### config.mk
export PLATFORM = sky130hd
export DESIGN_NAME = ir_shot_burst_sequencer
export DESIGN_NICKNAME = d
export VERILOG_FILES = /design/src/hdl/isb_pkg.sv /design/src/hdl/ir_shot_burst_sequencer.sv /design/src/hdl/isb_tick_core.sv /design/src/hdl/isb_beat_ser.sv
export SDC_FILE = /design/constraint.sdc
export NUM_CORES = 1
export LEC_CHECK = 0
export BUFFER_PORTS_ARGS = -buffer_cell sky130_fd_sc_hd__buf_2
export CAP_MARGIN = 20
export CORE_MARGIN = 5
export CORE_UTILIZATION = 63
export DETAILED_ROUTE_END_ITERATION = 12
export PLACE_DENSITY = 0.83
export SLEW_MARGIN = 5
export SYNTH_ARGS = -nofsm -noshare
export SYNTH_HDL_FRONTEND = slang
export SYNTH_SLANG_ARGS = --single-unit
export TNS_END_PERCENT = 20
### constraint.sdc
create_clock -name clk -period 6.6 [get_ports clk]
set_input_delay 0.66 -clock clk [delete_from_list [all_inputs] [get_ports clk]]
set_output_delay 0.66 -clock clk [all_outputs]
set_load 0.05 [all_outputs]
### src/hdl/isb_pkg.sv
// isb_pkg: shared types, reset values, register indexes and the CRC-8 step
// for the IR shot burst sequencer. No dependencies.

package isb_pkg;

	// configuration register indexes
	localparam int unsigned CFG_IDX_W = 2;
	localparam logic [CFG_IDX_W-1:0] REG_GAP_TICKS  = 2'd0;
	localparam logic [CFG_IDX_W-1:0] REG_BURST      = 2'd1;
	localparam logic [CFG_IDX_W-1:0] REG_TICKS_DUR  = 2'd2;
	localparam int unsigned CFG_DATA_W = 16;

	// reset values
	localparam logic [15:0] GAP_TICKS_RST  = 16'd1500;
	localparam logic [7:0]  BURST_RST      = 8'd3;
	localparam logic [15:0] TICKS_DUR_RST  = 16'd2500;
	localparam logic [7:0]  SENT_IDLE      = 8'd255;

	// green command codes
	localparam logic [7:0] GREEN_CMD_OFF = 8'd0;
	localparam logic [7:0] GREEN_CMD_ON  = 8'd1;

	localparam logic [7:0] CRC_POLY = 8'h07;

	// result of one tick, handed from the tick core to the beat serializer
	typedef struct packed {
		logic       send;      // tick sends a packet
		logic [7:0] id;
		logic [7:0] dmg;
		logic [7:0] crc_id;    // CRC-8 over the id byte alone
		logic       green;
		logic [7:0] blue;
	} tick_res_t;

	// one byte through CRC-8, MSB first, no reflection
	function automatic logic [7:0] crc8_byte(input logic [7:0] crc, input logic [7:0] data);
		logic [7:0] c;
		c = crc ^ data;
		for (int k = 0; k < 8; k++) begin
			if (c[7])
				c = {c[6:0], 1'b0} ^ CRC_POLY;
			else
				c = {c[6:0], 1'b0};
		end
		return c;
	endfunction

endpackage

### src/hdl/ir_shot_burst_sequencer.sv
// ir_shot_burst_sequencer: top level of the IR shot burst sequencer.
// Depends on isb_pkg, isb_tick_core and isb_beat_ser.
//
//   channel | signals                                         | handshake
//   --------+-------------------------------------------------+------------------
//   in      | func player_id damage duration green_level      | in_valid/in_stall
//           | blue_level                                      |
//   out     | tx_valid tx_byte last green_on blue_out         | out_valid/out_stall
//   cfg     | cfg_index cfg_data                              | cfg_we, no wait
//
// One tick is taken per cycle while in_stall is low. A quiet tick occupies the output
// for one beat, a packet tick for three beats (id, damage, crc), all through the
// single result register, so a new tick waits until the previous one's last beat leaves.
// The state update for a tick happens at the edge it is taken; its result
// sits in the result register until its last beat leaves, and the next tick
// can be taken in that same cycle.
// Reset (arst_n low) loads the register defaults and clears all tick state;
// the sent count resets to 255 so no packets go out before a shoot.
// out_stall holds the current beat; the input stalls only while a result
// is still pending that will not finish this cycle.

module ir_shot_burst_sequencer import isb_pkg::*; (
	input  logic                  clk,
	input  logic                  arst_n,
	// configuration
	input  logic                  cfg_we,
	input  logic [CFG_IDX_W-1:0]  cfg_index,
	input  logic [CFG_DATA_W-1:0] cfg_data,
	// tick input
	input  logic                  in_valid,
	output logic                  in_stall,
	input  logic                  func,
	input  logic [7:0]            player_id,
	input  logic [7:0]            damage,
	input  logic [7:0]            duration,
	input  logic [7:0]            green_level,
	input  logic [7:0]            blue_level,
	// result beats
	output logic                  out_valid,
	input  logic                  out_stall,
	output logic                  tx_valid,
	output logic [7:0]            tx_byte,
	output logic                  last,
	output logic                  green_on,
	output logic [7:0]            blue_out
);

	tick_res_t res;    // next-state result of the tick being offered
	logic      take;   // tick accepted this cycle

	// config registers and tick state; tick state updates only when a tick is taken
	isb_tick_core u_core (
		.clk         (clk),
		.arst_n      (arst_n),
		.cfg_we      (cfg_we),
		.cfg_index   (cfg_index),
		.cfg_data    (cfg_data),
		.take        (take),
		.func        (func),
		.player_id   (player_id),
		.damage      (damage),
		.duration    (duration),
		.green_level (green_level),
		.blue_level  (blue_level),
		.res         (res)
	);

	// result register and beat sequencing toward the output channel
	isb_beat_ser u_ser (
		.clk       (clk),
		.arst_n    (arst_n),
		.in_valid  (in_valid),
		.in_stall  (in_stall),
		.take      (take),
		.res_in    (res),
		.out_valid (out_valid),
		.out_stall (out_stall),
		.tx_valid  (tx_valid),
		.tx_byte   (tx_byte),
		.last      (last),
		.green_on  (green_on),
		.blue_out  (blue_out)
	);

endmodule

### src/hdl/isb_tick_core.sv
// isb_tick_core: configuration registers and per-tick state update
// (gap counter, burst count, laser timer, laser commands). Uses isb_pkg.

module isb_tick_core import isb_pkg::*; (
	input  logic                  clk,
	input  logic                  arst_n,
	input  logic                  cfg_we,
	input  logic [CFG_IDX_W-1:0]  cfg_index,
	input  logic [CFG_DATA_W-1:0] cfg_data,
	input  logic                  take,
	input  logic                  func,
	input  logic [7:0]            player_id,
	input  logic [7:0]            damage,
	input  logic [7:0]            duration,
	input  logic [7:0]            green_level,
	input  logic [7:0]            blue_level,
	output tick_res_t             res
);

	logic [15:0] gap_ticks_q;
	logic [7:0]  burst_q;
	logic [15:0] ticks_dur_q;

	logic [15:0] gap_q;
	logic [7:0]  sent_q;
	logic [23:0] timer_q;
	logic [7:0]  green_cmd_q;
	logic [7:0]  blue_cmd_q;
	logic        green_q;
	logic [7:0]  id_q;
	logic [7:0]  dmg_q;
	logic [7:0]  crc_id_q;

	logic [15:0] gap_n;
	logic [7:0]  sent_a, sent_n;
	logic [23:0] timer_a, timer_n;
	logic [7:0]  gcmd_a, bcmd_a, gcmd_n, bcmd_n;
	logic        green_n;
	logic [7:0]  id_n, dmg_n, crc_id_n;
	logic        send;

	always_comb begin
		// shoot command lands first
		id_n     = func ? player_id : id_q;
		dmg_n    = func ? damage : dmg_q;
		crc_id_n = func ? crc8_byte(8'd0, player_id) : crc_id_q;
		gcmd_a   = func ? green_level : green_cmd_q;
		bcmd_a   = func ? blue_level : blue_cmd_q;
		timer_a  = func ? 24'(duration) * 24'(ticks_dur_q) : timer_q;
		sent_a   = func ? 8'd0 : sent_q;

		// packet slot
		send   = 1'b0;
		sent_n = sent_a;
		if (gap_q < gap_ticks_q) begin
			gap_n = gap_q + 16'd1;
		end else begin
			gap_n = '0;
			if (sent_a < burst_q) begin
				send   = 1'b1;
				sent_n = sent_a + 8'd1;
			end
		end

		// laser timer
		if (timer_a != '0) begin
			timer_n = timer_a - 24'd1;
			gcmd_n  = gcmd_a;
			bcmd_n  = bcmd_a;
		end else begin
			timer_n = '0;
			gcmd_n  = '0;
			bcmd_n  = '0;
		end

		if (gcmd_n == GREEN_CMD_ON)
			green_n = 1'b1;
		else if (gcmd_n == GREEN_CMD_OFF)
			green_n = 1'b0;
		else
			green_n = green_q;

		res.send   = send;
		res.id     = id_n;
		res.dmg    = dmg_n;
		res.crc_id = crc_id_n;
		res.green  = green_n;
		res.blue   = bcmd_n;
	end

	always_ff @(posedge clk or negedge arst_n) begin
		if (!arst_n) begin
			gap_ticks_q <= GAP_TICKS_RST;
			burst_q     <= BURST_RST;
			ticks_dur_q <= TICKS_DUR_RST;
			gap_q       <= '0;
			sent_q      <= SENT_IDLE;
			timer_q     <= '0;
			green_cmd_q <= '0;
			blue_cmd_q  <= '0;
			green_q     <= 1'b0;
			id_q        <= '0;
			dmg_q       <= '0;
			crc_id_q    <= '0;   // CRC of a zero id byte is zero
		end else begin
			if (cfg_we) begin
				case (cfg_index)
					REG_GAP_TICKS: gap_ticks_q <= cfg_data;
					REG_BURST:     burst_q     <= cfg_data[7:0];
					REG_TICKS_DUR: ticks_dur_q <= cfg_data;
					default:       ;
				endcase
			end
			if (take) begin
				gap_q       <= gap_n;
				sent_q      <= sent_n;
				timer_q     <= timer_n;
				green_cmd_q <= gcmd_n;
				blue_cmd_q  <= bcmd_n;
				green_q     <= green_n;
				id_q        <= id_n;
				dmg_q       <= dmg_n;
				crc_id_q    <= crc_id_n;
			end
		end
	end

endmodule

### src/hdl/isb_beat_ser.sv
// isb_beat_ser: result register and beat sequencer; sends one quiet beat or
// three packet beats (id, damage, crc) per tick. Uses isb_pkg.

module isb_beat_ser import isb_pkg::*; (
	input  logic      clk,
	input  logic      arst_n,
	input  logic      in_valid,
	output logic      in_stall,
	output logic      take,
	input  tick_res_t res_in,
	output logic      out_valid,
	input  logic      out_stall,
	output logic      tx_valid,
	output logic [7:0] tx_byte,
	output logic      last,
	output logic      green_on,
	output logic [7:0] blue_out
);

	typedef enum logic [1:0] {BEAT_ID, BEAT_DMG, BEAT_CRC} beat_t;

	beat_t     beat_q;
	logic      valid_s1;
	tick_res_t res_s1;
	logic      is_last;
	logic      fin;

	assign is_last  = !res_s1.send || (beat_q == BEAT_CRC);
	assign fin      = valid_s1 && !out_stall && is_last;
	assign in_stall = valid_s1 && !fin;
	assign take     = in_valid && !in_stall;

	always_ff @(posedge clk or negedge arst_n) begin
		if (!arst_n) begin
			valid_s1 <= 1'b0;
			beat_q   <= BEAT_ID;
		end else if (take) begin
			valid_s1 <= 1'b1;
			beat_q   <= BEAT_ID;
		end else if (fin) begin
			valid_s1 <= 1'b0;
			beat_q   <= BEAT_ID;
		end else if (valid_s1 && !out_stall) begin
			unique case (beat_q)
				BEAT_ID:  beat_q <= BEAT_DMG;
				BEAT_DMG: beat_q <= BEAT_CRC;
				default:  beat_q <= BEAT_ID;
			endcase
		end
	end

	always_ff @(posedge clk) begin
		if (take)
			res_s1 <= res_in;
	end

	always_comb begin
		tx_byte = '0;
		if (res_s1.send) begin
			case (beat_q)
				BEAT_ID:  tx_byte = res_s1.id;
				BEAT_DMG: tx_byte = res_s1.dmg;
				default:  tx_byte = crc8_byte(res_s1.crc_id, res_s1.dmg);
			endcase
		end
	end

	assign out_valid = valid_s1;
	assign tx_valid  = res_s1.send;
	assign last      = is_last;
	assign green_on  = res_s1.green;
	assign blue_out  = res_s1.blue;

endmodule

==> flow_metrics.tcl <==
set metrics [dict create \
    run_status "complete, no violations" \
    worst-endpoint-arrival_ns 6.59 \
    fin_crit_ns 6.27 \
    cts.clk_slew.worst_paths_ns 0.08 \
    tns_ns 0 \
    global_route.usage.total 0.259 \
    totalWireLength_microns 29700 \
    crit_path_max_fanout 15 \
    use_met3 0.0383 \
    busiest_layer "met2" \
    final_setup_violation_count 0 \
    synth_enable_flop_cells 34 \
    synth.lib_cells_used.distinct 84 \
    class_of_the_most_critical_hold_timing_path "input pin to asynchronous set/reset pin" \
    power_per_cell_area_nw_per_um2 527 \
    cts_tree "built" \
    instances_no_fill 1687 \
    grt_use_met1 0.330 \
    synth_area_in_adders 0.194 \
    detail_route.wl_per_cell_microns 17.6 \
    die_area_sq_um 23900 \
    fin_ws_ns 0.326 \
    slew_headroom 0.310 \
    portion_of_the_post_synthesis_area_used_by_sequential_elements 0.331 \
    grt_antenna_before_repair 0 \
    place_congestion 0.918 \
    io_buffer_count 84 \
    grt_first_pass_wirelength_microns 51000 \
    cap_viol_max_count 0 \
    synthesized_area_per_cell_sq_um 9.66 \
    period_share 0.951 \
    synthFlopType "dfrtp_1" \
    synthXorXnorAreaFrac 0.0493 \
    worst_ir_drop_vdd_mv 0.365 \
    initialDrtViolationCount 825 \
    clock_sinks 166 \
    most_common_cell_after_layout_fill_and_taps_aside "nand2_1" \
    fin_worst_skew_ns 0.0125 \
    crit_path_start "u_core.ticks_dur_q[2]$_DFFE_PN1P_" \
    initial_utilization 0.646 \
    worst_setup_path_end_kind "flip-flop" \
    num_io_pins 85 \
    worst_ep_required_time_ns 6.92 \
    finalHoldViolCount 0 \
    layout.cells.most_common_list "nand2_1 (179), inv_1 (128), dfrtp_1 (110), fa_1 (84), buf_2 (82)" \
    detailroute.via_count 10100 \
    clk_path_buf_depth 2 \
    synth_compound_area_frac 0.120 \
    report.final.slew_viol_count 0 \
    detailed_place.area_sq_um 13700 \
    dp.final_hpwl_microns 21300 \
    grt_remaining_overflow 0 \
    synth-simple-area-share 0.165 \
    die_y_microns 154 \
    p_leak_nw 6.41 \
    number_of_flip_flops_and_latches_in_the_synthesized_netlist 166 \
    critical_path_class "flip-flop to flip-flop" \
    cts.repair.resized 0 \
    num_rows 52 \
    design.core.area_sq_um 20400 \
    first_pass_iters 5 \
    nets 1621 \
    synth_warnings 0 \
    rsz_0062_raised_after_global_routing "no" \
    synth_cells 1361 \
    diodes 0 \
    synth.net_count 1578 \
    layout.cell_area.non_filler_sq_um 14300 \
    synth_mux_area_frac 0.0764 \
    cts_max_level 4 \
    dp_slack_ns 0.0660 \
    grtUsageMet2 0.456 \
    power_w 0.00754 \
    clock_insertion_delay_worst_skew_ns 0.44 \
    postSynth.asyncResetShare 0.795 \
    fmax_ghz 0.159 \
    drive_above_1_share 0.180 \
    grt_max_degree 94 \
    route.detailed.drc 0 \
    dominant_combinational_cell_family_by_area_after_synthesis "adder cells" \
    grt_pass1_vias 10600 \
    avgViaCountPerCell 5.98 \
    post-cts-setup-buffers 0 \
    cts-buffers-inserted 17 \
    launching_point_of_the_worst_reg2reg_path "u_core.ticks_dur_q[2]$_DFFE_PN1P_" \
    ctsRootBufferMaster "clkbuf_16" \
    worst_setup_path_start_kind "flip-flop" \
    placedCellCount 1654 \
    route.antenna.remaining_nets 0 \
    layout-area-overhead-vs-synth_pct 8.85 \
    timing_worst_slew_pin_value_ns 1.03 \
    die_w_microns 154 \
    hold_fix_buffer_count_after_cts 0 \
    synth.cell_area_sq_um 13200 \
]
## kinds of logic (layout without fill, tap and decap cells)
| logic type | Yosys count | in the layout |
|---|---|---|
| compound gates | 232 | 232 |
| xor+xnor | 74 | 74 |
| fa+ha+maj | 153 | 153 |
| buf+inv | 204 | 260 |
| flops | 166 | 166 |
| mux | 91 | 91 |
| simple gates | 441 | 441 |
## final cells by class
class,instances,area [sq um]
Clock inverter,12,184
Tap cell,270,338
Multi-Input combinational cell,991,7950
Clock buffer,20,468
Timing Repair Buffer,98,531
Inverter,130,489
Fill cell,1455,6050
Sequential cell,166,4350
## critical path, cell delays in order (launching register included)
cell and delay, ns:
dfstp_2 0.68, nand2_1 0.13, fa_1 0.53, fa_1 0.53, fa_1 0.52, fa_1 0.54
inv_1 0.04, ha_1 0.35, a21oi_1 0.32, o211ai_2 0.22, and4b_1 0.26, nor3_1 0.22
nand2_1 0.12, or3_1 0.49, or2_1 0.35, nor4b_2 0.30, o21ai_2 0.23, a32o_1 0.32
## cells in the mapped netlist (16+ instances only)
library cell    n  share of area
o21ai_0        63          0.024
edfxtp_1       34          0.078
nand2_1       179          0.051
xnor2_1        54          0.036
clkbuf_1       37          0.011
ha_1           69          0.066
nor3_1         23         0.0088
dfstp_2        22          0.044
dfrtp_1       110           0.21
nor2_1         74          0.021
inv_1         128          0.037
xor2_1         20          0.013
fa_1           84           0.13
a21oi_1        44          0.017
nand3_1        16         0.0061
mux2i_1        18          0.014
mux2_2         72          0.062
and2_1         58          0.028
## metal layers
metal	vias up	routed length (microns)
li1	4704	-
met1	5006	12200
met4	0	685
met5	-	0
met3	63	1520
met2	318	15300
## report_power, final
part | internal, W | switching (W) | total (W)
sequential | 0.00130 | 0.000201 | 0.00150
combinational | 0.00205 | 0.00289 | 0.00494
clock | 0.000645 | 0.000457 | 0.00110
## state kept, by name, indices dropped and copies added (netlist names), 8 cells and up
register,count
u_core.blue_cmd_q,8
u_core.burst_q,8
u_core.crc_id_q,8
u_core.dmg_q,8
u_core.gap_q,16
u_core.gap_ticks_q,16
u_core.green_cmd_q,8
u_core.id_q,8
u_core.sent_q,8
u_core.ticks_dur_q,16
u_core.timer_q,24
u_ser.blue_out,8
u_ser.res_s1,24
## path summary, 6_finish.rpt
| kind | endpoint | slack [ns] | depth (start not counted) |
|---|---|---|---|
| max | u_core.green_cmd_q[4]$_DFFE_PN0P_ | 0.33 | 17 |
| min | u_core.dmg_q[3]$_DFFE_PN0P_ | 0.20 | 1 |
| max reg2reg | u_core.green_cmd_q[4]$_DFFE_PN0P_ | 0.33 | 17 |
| min reg2reg | u_core.timer_q[23]$_DFFE_PN0P_ | 0.48 | 2 |
| max in group asynchronous | u_core.crc_id_q[5]$_DFFE_PN0P_ | 5.14 | 2 |
| min in group clk | u_ser.out_valid$_DFFE_PN0P_ | 0.45 | 2 |
## stage by stage
| step | hold WS (ns) | utilization |
|---|---|---|
| 4_1_cts | 0.227 | 0.703 |
| 2_1_floorplan | 0.364 | - |
| 6_report | 0.200 | 0.703 |
| 3_5_place_dp | 0.468 | 0.670 |
| 3_3_place_gp | 0.459 | 0.670 |
| 5_1_grt | 0.257 | 0.703 |
Power figures use the tool's default switching activity.
